==> src/hdl/dlf_pkg.sv <==
`timescale 1ns / 1ps
`default_nettype none
// ---------------------------------------------------------------------------
// dlf_pkg
// Shared types and constants of the delimiter line framer.
// ---------------------------------------------------------------------------
package dlf_pkg;

    localparam int unsigned DELIM_SLOTS = 16;

    localparam logic [1:0] CFG_IDX_DELIM_LOW  = 2'd0;
    localparam logic [1:0] CFG_IDX_DELIM_HIGH = 2'd1;
    localparam logic [1:0] CFG_IDX_DELIM_LEN  = 2'd2;

    localparam logic [63:0] DELIM_LOW_RST  = 64'h0000_0000_0000_0A0D;
    localparam logic [55:0] DELIM_HIGH_RST = 56'h0;
    localparam logic [3:0]  DELIM_LEN_RST  = 4'd2;

    typedef struct packed {
        logic load_byte;
        logic load_next;
        logic active;
    } dlf_cell_ctrl_t;

    typedef struct packed {
        logic       line_end;
        logic       byte_valid;
        logic [7:0] out_byte;
    } dlf_result_t;

endpackage
`default_nettype wire

==> src/hdl/dlf_cell.sv <==
`timescale 1ns / 1ps
`default_nettype none
// ---------------------------------------------------------------------------
// dlf_cell
// One window position: holds a pending byte, takes the new stream byte or
// its right neighbor's byte, and compares itself with its delimiter byte.
// ---------------------------------------------------------------------------
module dlf_cell
    import dlf_pkg::*;
(
    input  wire logic           aclk,
    input  wire dlf_cell_ctrl_t ctrl,
    input  wire logic [7:0]     in_byte,
    input  wire logic [7:0]     next_byte,
    input  wire logic [7:0]     delim_byte,
    output logic [7:0]          cell_byte,
    output logic                cell_eq
);

    logic [7:0] byte_reg;
    logic [7:0] byte_next;

    always_comb begin
        byte_next = byte_reg;
        if (ctrl.load_byte) begin
            byte_next = in_byte;
        end else if (ctrl.load_next) begin
            byte_next = next_byte;
        end
    end

    always_ff @(posedge aclk) begin
        byte_reg <= byte_next;
    end

    assign cell_byte = byte_reg;
    assign cell_eq   = !ctrl.active || (byte_reg == delim_byte);

endmodule
`default_nettype wire

==> src/hdl/dlf_out_skid.sv <==
`timescale 1ns / 1ps
`default_nettype none
// ---------------------------------------------------------------------------
// dlf_out_skid
// Output register with a skid entry, so the input side can take one more beat
// while a finished result waits on the master side.
// ---------------------------------------------------------------------------
module dlf_out_skid
    import dlf_pkg::*;
(
    input  wire logic        aclk,
    input  wire logic        aresetn,
    input  wire logic        res_push,
    input  wire dlf_result_t res_data,
    output logic             in_ready,
    output logic             out_valid,
    input  wire logic        out_ready,
    output dlf_result_t      out_data
);

    logic        main_valid_reg;
    logic        main_valid_next;
    logic        skid_valid_reg;
    logic        skid_valid_next;
    dlf_result_t main_reg;
    dlf_result_t main_next;
    dlf_result_t skid_reg;
    dlf_result_t skid_next;
    logic        main_free;

    assign main_free = !main_valid_reg || out_ready;

    always_comb begin
        main_valid_next = main_valid_reg;
        skid_valid_next = skid_valid_reg;
        main_next       = main_reg;
        skid_next       = skid_reg;
        if (skid_valid_reg) begin
            if (main_free) begin
                main_next       = skid_reg;
                main_valid_next = 1'b1;
                skid_valid_next = 1'b0;
            end
        end else if (res_push) begin
            if (main_free) begin
                main_next       = res_data;
                main_valid_next = 1'b1;
            end else begin
                skid_next       = res_data;
                skid_valid_next = 1'b1;
            end
        end else if (out_ready) begin
            main_valid_next = 1'b0;
        end
    end

    always_ff @(posedge aclk) begin
        if (!aresetn) begin
            main_valid_reg <= 1'b0;
            skid_valid_reg <= 1'b0;
        end else begin
            main_valid_reg <= main_valid_next;
            skid_valid_reg <= skid_valid_next;
        end
        main_reg <= main_next;
        skid_reg <= skid_next;
    end

    assign in_ready  = !skid_valid_reg;
    assign out_valid = main_valid_reg;
    assign out_data  = main_reg;

endmodule
`default_nettype wire

==> src/hdl/delimiter_line_framer.sv <==
`timescale 1ns / 1ps
`default_nettype none
// ---------------------------------------------------------------------------
// delimiter_line_framer
// Splits a byte stream into lines at a configurable delimiter of up to
// MAX_DELIM bytes, dropping the delimiter and marking each line end.
// ---------------------------------------------------------------------------
// Results to the master side are registered in dlf_out_skid. Throughput:
// one byte per cycle while the master side is not stalled, set by the
// combinational parallel compare across the window cells; a skid entry absorbs one master stall.
// Reset clears the pending count and output valids and loads the delimiter
// CR LF with length two; the window bytes themselves are not reset.
// ---------------------------------------------------------------------------
module delimiter_line_framer
    import dlf_pkg::*;
#(
    parameter int unsigned MAX_DELIM = 15
) (
    input  wire logic        aclk,
    input  wire logic        aresetn,
    input  wire logic        s_tvalid,
    output logic             s_tready,
    input  wire logic [7:0]  s_tdata,   // [7:0] in_byte
    output logic             m_tvalid,
    input  wire logic        m_tready,
    output logic [7:0]       m_tdata,   // [7:0] out_byte
    output logic [1:0]       m_tuser,   // [0] byte_valid, [1] line_end
    input  wire logic        cfg_valid,
    output logic             cfg_ready,
    input  wire logic [1:0]  cfg_index,
    input  wire logic [63:0] cfg_data
);

    localparam int unsigned NCELL = (MAX_DELIM > 1) ? MAX_DELIM - 1 : 1;
    localparam int unsigned CNT_W = (MAX_DELIM > 1) ? $clog2(MAX_DELIM) : 1;

    logic [63:0]      dlm_low_reg;
    logic [55:0]      dlm_high_reg;
    logic [3:0]       dlm_len_reg;
    logic [CNT_W-1:0] cnt_reg;
    logic [CNT_W-1:0] cnt_next;

    logic [7:0]       dlm [DELIM_SLOTS];
    logic [3:0]       len_act;
    logic [3:0]       keep;
    logic [3:0]       cnt_ext;
    logic             accept;
    logic             cfg_fire;
    logic             filling;
    logic             match;
    logic             all_eq;
    logic             shift;
    logic             res_push;
    dlf_result_t      res_data;
    dlf_result_t      out_data;

    dlf_cell_ctrl_t   ctrl     [NCELL];
    logic [7:0]       cell_byte[NCELL];
    logic [NCELL-1:0] cell_eq;

    assign cfg_ready = 1'b1;
    assign cfg_fire  = cfg_valid && cfg_ready;
    assign accept    = s_tvalid && s_tready;

    always_comb begin
        for (int k = 0; k < DELIM_SLOTS; k++) begin
            if (k < 8) begin
                dlm[k] = dlm_low_reg[8*k +: 8];
            end else if (k < 15) begin
                dlm[k] = dlm_high_reg[8*(k-8) +: 8];
            end else begin
                dlm[k] = 8'h00;
            end
        end
    end

    assign len_act = (dlm_len_reg > 4'(MAX_DELIM)) ? 4'(MAX_DELIM) : dlm_len_reg;
    assign keep    = len_act - 4'd1;
    assign cnt_ext = 4'(cnt_reg);
    assign filling = (len_act != 4'd0) && (cnt_ext < keep);
    assign all_eq  = &cell_eq;
    assign match   = (len_act != 4'd0) && !filling && all_eq && (s_tdata == dlm[keep]);
    assign shift   = accept && (len_act != 4'd0) && !filling && !match;

    always_comb begin
        for (int i = 0; i < NCELL; i++) begin
            ctrl[i].active    = (4'(i) < keep);
            ctrl[i].load_byte = (accept && filling && (cnt_ext == 4'(i)))
                                || (shift && (4'(i) == keep - 4'd1));
            ctrl[i].load_next = shift && (4'(i) < keep - 4'd1);
        end
    end

    for (genvar g = 0; g < NCELL; g++) begin : g_cell
        logic [7:0] nb;
        if (g + 1 < NCELL) begin : g_mid
            assign nb = cell_byte[g+1];
        end else begin : g_end
            assign nb = s_tdata;
        end
        dlf_cell u_cell (
            .aclk      (aclk),
            .ctrl      (ctrl[g]),
            .in_byte   (s_tdata),
            .next_byte (nb),
            .delim_byte(dlm[g]),
            .cell_byte (cell_byte[g]),
            .cell_eq   (cell_eq[g])
        );
    end

    always_comb begin
        res_push            = accept && !filling;
        res_data.line_end   = match;
        res_data.byte_valid = !match;
        if (match) begin
            res_data.out_byte = 8'h00;
        end else if (len_act == 4'd0 || keep == 4'd0) begin
            res_data.out_byte = s_tdata;
        end else begin
            res_data.out_byte = cell_byte[0];
        end
    end

    always_comb begin
        cnt_next = cnt_reg;
        if (cfg_fire && cfg_index == CFG_IDX_DELIM_LEN) begin
            cnt_next = '0;
        end else if (accept && len_act != 4'd0) begin
            if (filling) begin
                cnt_next = CNT_W'(cnt_ext + 4'd1);
            end else if (match) begin
                cnt_next = '0;
            end
        end
    end

    always_ff @(posedge aclk) begin
        if (!aresetn) begin
            dlm_low_reg  <= DELIM_LOW_RST;
            dlm_high_reg <= DELIM_HIGH_RST;
            dlm_len_reg  <= DELIM_LEN_RST;
            cnt_reg      <= '0;
        end else begin
            cnt_reg <= cnt_next;
            if (cfg_fire) begin
                case (cfg_index)
                    CFG_IDX_DELIM_LOW:  dlm_low_reg  <= cfg_data;
                    CFG_IDX_DELIM_HIGH: dlm_high_reg <= cfg_data[55:0];
                    CFG_IDX_DELIM_LEN:  dlm_len_reg  <= cfg_data[3:0];
                    default: ;
                endcase
            end
        end
    end

    dlf_out_skid u_out (
        .aclk     (aclk),
        .aresetn  (aresetn),
        .res_push (res_push),
        .res_data (res_data),
        .in_ready (s_tready),
        .out_valid(m_tvalid),
        .out_ready(m_tready),
        .out_data (out_data)
    );

    assign m_tdata = out_data.out_byte;
    assign m_tuser = {out_data.line_end, out_data.byte_valid};

    a_cnt_bound: assert property (@(posedge aclk) disable iff (!aresetn)
        (len_act == 4'd0) || (cnt_ext <= keep))
        else $error("pending count beyond window length");

    a_stall_holds: assert property (@(posedge aclk) disable iff (!aresetn)
        !s_tready |-> m_tvalid)
        else $error("input stalled with no result waiting");

    a_result_out: assert property (@(posedge aclk) disable iff (!aresetn)
        res_push |=> m_tvalid)
        else $error("result beat lost");

    a_kind: assert property (@(posedge aclk) disable iff (!aresetn)
        m_tvalid |-> (m_tuser[0] != m_tuser[1]))
        else $error("result is neither a line byte nor a line end");

endmodule
`default_nettype wire
==> config.mk <==
export PLATFORM = sky130hd
export DESIGN_NAME = delimiter_line_framer
export DESIGN_NICKNAME = d
export VERILOG_FILES = /design/src/hdl/dlf_pkg.sv /design/src/hdl/dlf_cell.sv /design/src/hdl/dlf_out_skid.sv /design/src/hdl/delimiter_line_framer.sv
export SDC_FILE = /design/constraint.sdc
export NUM_CORES = 1
export LEC_CHECK = 0
export BUFFER_PORTS_ARGS = -buffer_cell sky130_fd_sc_hd__buf_2
export CORE_UTILIZATION = 50
export CTS_BUF_LIST = sky130_fd_sc_hd__clkbuf_2 sky130_fd_sc_hd__clkbuf_4 sky130_fd_sc_hd__clkbuf_8
export CTS_CLUSTER_DIAMETER = 50
export DETAILED_ROUTE_END_ITERATION = 10
export GPL_ROUTABILITY_DRIVEN = 0
export GPL_TIMING_DRIVEN = 0
export PLACE_DENSITY = 0.71
export SYNTH_ARGS = -nofsm -noshare
export SYNTH_HDL_FRONTEND = slang
export SYNTH_SLANG_ARGS = --single-unit
==> constraint.sdc <==
create_clock -name aclk -period 4.63 [get_ports aclk]
set_input_delay 0.926 -clock aclk [delete_from_list [all_inputs] [get_ports aclk]]
set_output_delay 0.926 -clock aclk [all_outputs]
set_load 0.005 [all_outputs]
==> metrics.yaml, run 1 <==
synthXorXnorAreaFrac_pct: 8.581
vias: 10750
path_cells: "buf_8, buf_12, inv_8, ha_1, buf_2, xor2_4, inv_1, clkbuf_8, ha_1, o21ai_0, nand2b_1, maj3_2, nand4_1, nor3_1, and4_1, buf_6, inv_2, buf_6, a22oi_4, mux2_2"
worstSetupPathDepth: 20
hp-class: "reg -> reg"
cp_slowest_stage_delay_ns: 0.39
grt_pass1_wl_microns: 63920
synth-edff-count: 132
required_ns: 4.94
critPathBufInv: 9
tightest_slew_ns: 1.292
crit_arrival_ns: 4.82
netlist_area_sq_um: 13650
synth.avg_cell_area_sq_um: 10.78
rr_worst_depth: 20
vias_per_cell: 6.028
finalSetupViolations: 0
wl_met2_microns: 18760
drt_iter0_drc: 1182
drive_gt1_share_pct: 24.97
synth_top_family_by_area: "multiplexers"
ys_types: 63
root_buffer: "clkbuf_8"
worstSetupEndpointType: "flop"
rows: 60
grt_setup_unrepaired: "no"
cp_top_family: "buffers and inverters"
fin_area_sq_um: 15790
clk_pin_slew_ns: 0.06
coreArea_sq_um: 26880
wl_met1_microns: 17360
start_util_pct: 50.78
grt_usage_pct: 30.79
dp_hpwl_microns: 32800
largest_register_ffs: 112
maxSlewViolCount: 0
finalHoldViolCount: 0
p_leak_nw: 5.580
wl_per_cell_microns: 24.17
layout.nets: 1501
tns_ns: 0
whs_path_depth: 2
antenna_found_initial: 2
tritoncts: "done"
first_pass_iters: 5
clk_latency_ns: 0.57
top_layer_used: "met4"
synth_compound_area_share_pct: 11.14
cts.sinks: 262
die_y_microns: 167.2
p_per_area_nw_per_um2: 357.0
io_pins: 92
port_buffers: 89
finalCritPeriodShare_pct: 97.52
syn_nets: 1361
async_flop_share_pct: 0
gr-total-overflow: 0
crit_path_top_delay_cell: "mux2_2"
clock_skew_ns: 0.03378
synth_seq_cells: 262
antenna_cells: 0
synthMuxAreaShare_pct: 15.14
synthToLayoutAreaGrowth_pct: 15.69
ys.flop_type: "edfxtp_1"
drc: 0
final_antenna_net_count: 0
wirelength_microns: 43100
synthAdderAreaFrac_pct: 1.540
dr_wl_met3_microns: 4358
critPathKind: "reg -> reg"
seq_area_frac_synth_pct: 48.11
max_freq_mhz: 221.5
status: "completed"
min_period_ns: 4.515
synthCells: 1266
ir_drop_mv: 0.2796
yosysWarnings: 0
dpl_cell_area_sq_um: 14540
start_kind: "flop"
die_area_sq_um: 27960
path_max_fanout: 12
grt_max_degree: 13
grt_pass1_vias: 10440
synth_simple_gate_area_share_pct: 12.38
timing.slew.headroom_pct: 13.20
cts_max_level: 2
cap_violations: 0
chipWidth_microns: 167.2
cts_buffers: 45
cts-hold-fix-buffers: 0
clock_path_buffers: 3
-- worst min-delay path, stage by stage (launching register included) --
cell	delay, ns
dfxtp_1	0.32
nand2_1	0.05
a21boi_0	0.06
-- cell usage after synthesis, types with 16 or more instances --
library cell | instances | area, sq um
edfxtp_1 | 132 | 3964
xor2_1 | 56 | 490.5
a21boi_0 | 117 | 878.3
nand2_1 | 275 | 1032
o21ai_0 | 21 | 105.1
nand4_1 | 30 | 187.7
xnor2_1 | 74 | 648.1
clkbuf_1 | 62 | 232.7
mux2i_1 | 31 | 310.3
mux4_2 | 25 | 563.0
mux2_2 | 104 | 1171
nor2_1 | 28 | 105.1
nand3_1 | 16 | 80.08
ha_1 | 16 | 200.2
dfxtp_1 | 130 | 2603
-- final timing paths --
path	startpoint	end	slack, ns
max	dlm_len_reg[0]$_SDFFE_PN0P_	g_cell[4].u_cell.cell_byte[3]$_DFFE_PP_	0.11
min	dlm_high_reg[49]$_SDFFE_PN0P_	dlm_high_reg[49]$_SDFFE_PN0P_	0.49
max reg2reg	dlm_len_reg[0]$_SDFFE_PN0P_	g_cell[4].u_cell.cell_byte[3]$_DFFE_PP_	0.11
min reg2reg	dlm_high_reg[49]$_SDFFE_PN0P_	dlm_high_reg[49]$_SDFFE_PN0P_	0.49
-- logic make-up after synthesis --
| group | count (synthesis) |
|---|---|
| and+or+nand+nor | 393 |
| DFF | 262 |
| AOI/OAI and AO/OA | 201 |
| muxes | 162 |
| xor gates and xnor gates | 132 |
| buffers and inverters | 98 |
| adders and majority gates | 17 |
| other | 1 |
-- final cells by class --
type / count / area [sq um]
Buffer: 86 / 421.7
Clock buffer: 76 / 920.9
Clock inverter: 7 / 115.1
Fill cell: 2260 / 11090
Inverter: 11 / 48.80
Multi-Input combinational cell: 906 / 6789
Sequential cell: 262 / 6568
Tap cell: 341 / 426.7
Timing Repair Buffer: 94 / 499.2
-- layer usage --
layer | vias to the layer above | GRT usage, %
met3 | 167 | 5.932
met1 | 5139 | 40.69
met2 | 664 | 47.70
met5 | - | 0
li1 | 4778 | -
met4 | 0 | 17.07
-- placed cells by master, fill, tap and decap left out, drive strengths merged, types with 16 or more instances in the layout --
cell type	synthesis	layout
nand2	275	275
clkbuf	62	137
edfxtp	132	132
dfxtp	130	130
buf	25	119
a21boi	118	118
mux2	106	106
xnor2	75	75
xor2	57	57
mux2i	31	31
nand4	30	30
nor2	28	28
mux4	25	25
o21ai	23	23
nand3	16	16
ha	16	16
-- power breakdown --
part	total, mW	internal, mW	switching (mW)
combinational	0.624	0.247	0.377
clock	2.39	1.42	0.969
sequential	2.62	2.54	0.0874
total	5.64	4.20	1.43
-- metrics by stage --
stage                     utilization, %  setup WS (ns)  std cells  hold slack (ns)  power, mW
after floorplan                        -        -0.1824       1266           0.4410      3.015
after global placement             54.05         -2.018       1696           0.4671      3.231
after detailed placement           54.11         -1.878       1697           0.4778      3.245
after CTS                          58.58        0.01412       1781           0.4861      5.621
after global routing               58.75       0.006565       1783           0.5072      5.800
final                              58.75         0.1147       1783           0.4871      5.636
-- timing repair --
| item | CTS | global route |
|---|---|---|
| pin swaps | 3 | 0 |
| endpoints found under the hold margin | 0 | 0 |
| setup buffers | 2 | 2 |
| resized for setup | 42 | 8 |
| endpoints found under the setup margin | 262 | 187 |
(Power assumes the default switching activity.)
==> run 2, diff against run 1 <==
- BUFFER_PORTS_ARGS: -buffer_cell sky130_fd_sc_hd__buf_2 -> not set
- DONT_BUFFER_PORTS: not set -> 1
- PLACE_DENSITY: 0.71 -> 0.65
- clock period: 4.63 -> 5.6 ns (I/O delays scaled with it)
==> run 2 against run 1 <==
  * Via count decreased by 3.9%
  * Total power shrank 18%
  * Sequential share of layout area rose by 1.4 points
  * Maximum frequency is 15% lower
  * Non-clock buffer count fell by 90
==> metrics.yaml, run 2 (same netlist as run 1, synthesis figures left out) <==
min_period_ns: 5.293
p_switching_mw: 1.176
final_common_cell: "nand2_1"
status: "completed"
tritoncts: "done"
maxSlewViolCount: 0
clock_skew_ns: 0.02675
io_pins: 92
worstSetupEndpointType: "flop"
drive_gt1_share_pct: 18.99
clkPwrFrac_pct: 42.9
p_per_area_nw_per_um2: 300.8
clk_latency_ns: 0.58
p_sw_share_pct: 25.56
grt_setup_unrepaired: "no"
dp_hpwl_microns: 32640
crit_arrival_ns: 5.58
hp-class: "reg -> reg"
worst_hold_slack_ns: 0.4839
max_freq_mhz: 188.9
drt_iter0_drc: 1156
timing.slew.headroom_pct: 17.14
seq_area_sq_um: 6566
path_max_fanout: 12
cts.sinks: 262
synthToLayoutAreaGrowth_pct: 12.02
cts_buffers: 45
multi_input_area_sq_um: 6798
wl_per_cell_microns: 25.39
tightest_slew_ns: 1.239
root_buffer: "clkbuf_8"
layout.nets: 1411
die_y_microns: 167.2
required_ns: 5.89
finalSetupViolations: 0
final_cell_mix: "nand2_1, edfxtp_1, dfxtp_1, a21boi_0, mux2_2"
grt_pass1_vias: 9988
clock_path_buffers: 3
port_buffers: 0
first_pass_iters: 5
wirelength_microns: 43040
cts_max_level: 2
pwr-share-comb_pct: 9.9
gr-total-overflow: 0
cts-hold-fix-buffers: 0
drc: 0
start_util_pct: 50.78
fin_util_pct: 56.89
clk_pin_slew_ns: 0.06
whs_path_depth: 2
die_area_sq_um: 27960
coreArea_sq_um: 26880
fillCellCount: 2361
vias: 10330
p_leak_nw: 5.191
cap_violations: 0
reg2reg_slack_ns: 0.31
dp_cells: 1608
grt_pass1_wl_microns: 63240
ir_drop_mv: 0.1909
p_int_mw: 3.423
largest_register_ffs: 112
rows: 60
finalCritPeriodShare_pct: 94.51
antenna_found_initial: 0
critPathKind: "reg -> reg"
instances_no_fill: 1695
final_antenna_net_count: 0
vias_per_cell: 6.096
chipWidth_microns: 167.2
rr_worst_depth: 19
pwr-share-seq_pct: 47.2
grt_max_degree: 13
finalHoldViolCount: 0
start_kind: "flop"
grt_usage_pct: 30.83
tns_ns: 0
run 2: layer usage:
layer | GRT usage [%] | part of all wire [%] | wire length [microns] | up-vias
li1 | - | - | - | 4602
met1 | 41.42 | 41 | 17670 | 5012
met2 | 48.55 | 45 | 19260 | 589
met3 | 6.381 | 9.8 | 4229 | 129
met4 | 12.92 | 4.4 | 1884 | 0
met5 | 0 | 0 | 0 | -
run 2: what timing repair did:
action	in CTS	in global routing
setup buffers	1	0
pin swaps	1	0
hold endpoints to repair	0	0
gates resized for setup	20	15
endpoints found under the setup margin	208	172
run 2: layout make-up:
type                       instances  area share, %
clock buffer                      70          5.852
sequential                       262          42.95
clock inverter                    14         0.9002
inverter                          11         0.2864
buffer                            87          2.512
antenna                            1        0.01637
timing repair buffer               3         0.2292
multi-input combinational        906          44.46
tap                              341          2.791
run 2: worst max-delay path, stage by stage (launching register included):
cell	delay (ns)
dfxtp_1	0.38
buf_6	0.21
buf_4	0.29
inv_4	0.14
ha_1	0.52
buf_2	0.40
buf_1	0.56
mux2i_1	0.15
o21ai_0	0.29
mux2i_1	0.16
xnor2_1	0.18
o21ai_0	0.10
and4_1	0.25
buf_6	0.16
inv_2	0.12
buf_6	0.18
nand2_1	0.10
clkbuf_4	0.29
o31ai_4	0.34
buf_12	0.17
run 2: power by group through the flow:
stage          Sequential (mW)  Clock, mW  Combinational (mW)
3_3_place_gp              2.21          0               0.423
2_1_floorplan             2.18          0               0.317
4_1_cts                   2.17       1.98               0.439
3_5_place_dp              2.21          0               0.431
5_1_grt                   2.17       2.07               0.493
6_report                  2.17       1.97               0.455
run 2: worst paths after layout:
path,start,to
worst max-delay path,dlm_len_reg[0]$_SDFFE_PN0P_,g_cell[12].u_cell.cell_byte[0]$_DFFE_PP_
worst min register to register,dlm_high_reg[51]$_SDFFE_PN0P_,dlm_high_reg[51]$_SDFFE_PN0P_
worst max register to register,dlm_len_reg[0]$_SDFFE_PN0P_,g_cell[12].u_cell.cell_byte[0]$_DFFE_PP_
worst min-delay path,dlm_high_reg[51]$_SDFFE_PN0P_,dlm_high_reg[51]$_SDFFE_PN0P_
run 2: per-stage QoR:
stage / setup WS, ns / total power, mW / cell area [sq um]
after floorplan: 0.7407 / 2.493 / 13650
after global placement: -1.052 / 2.632 / 14070
after detailed placement: -1.058 / 2.641 / 14090
after CTS: -0.01337 / 4.589 / 15190
after global routing: 0.1012 / 4.734 / 15290
final: 0.3074 / 4.599 / 15290
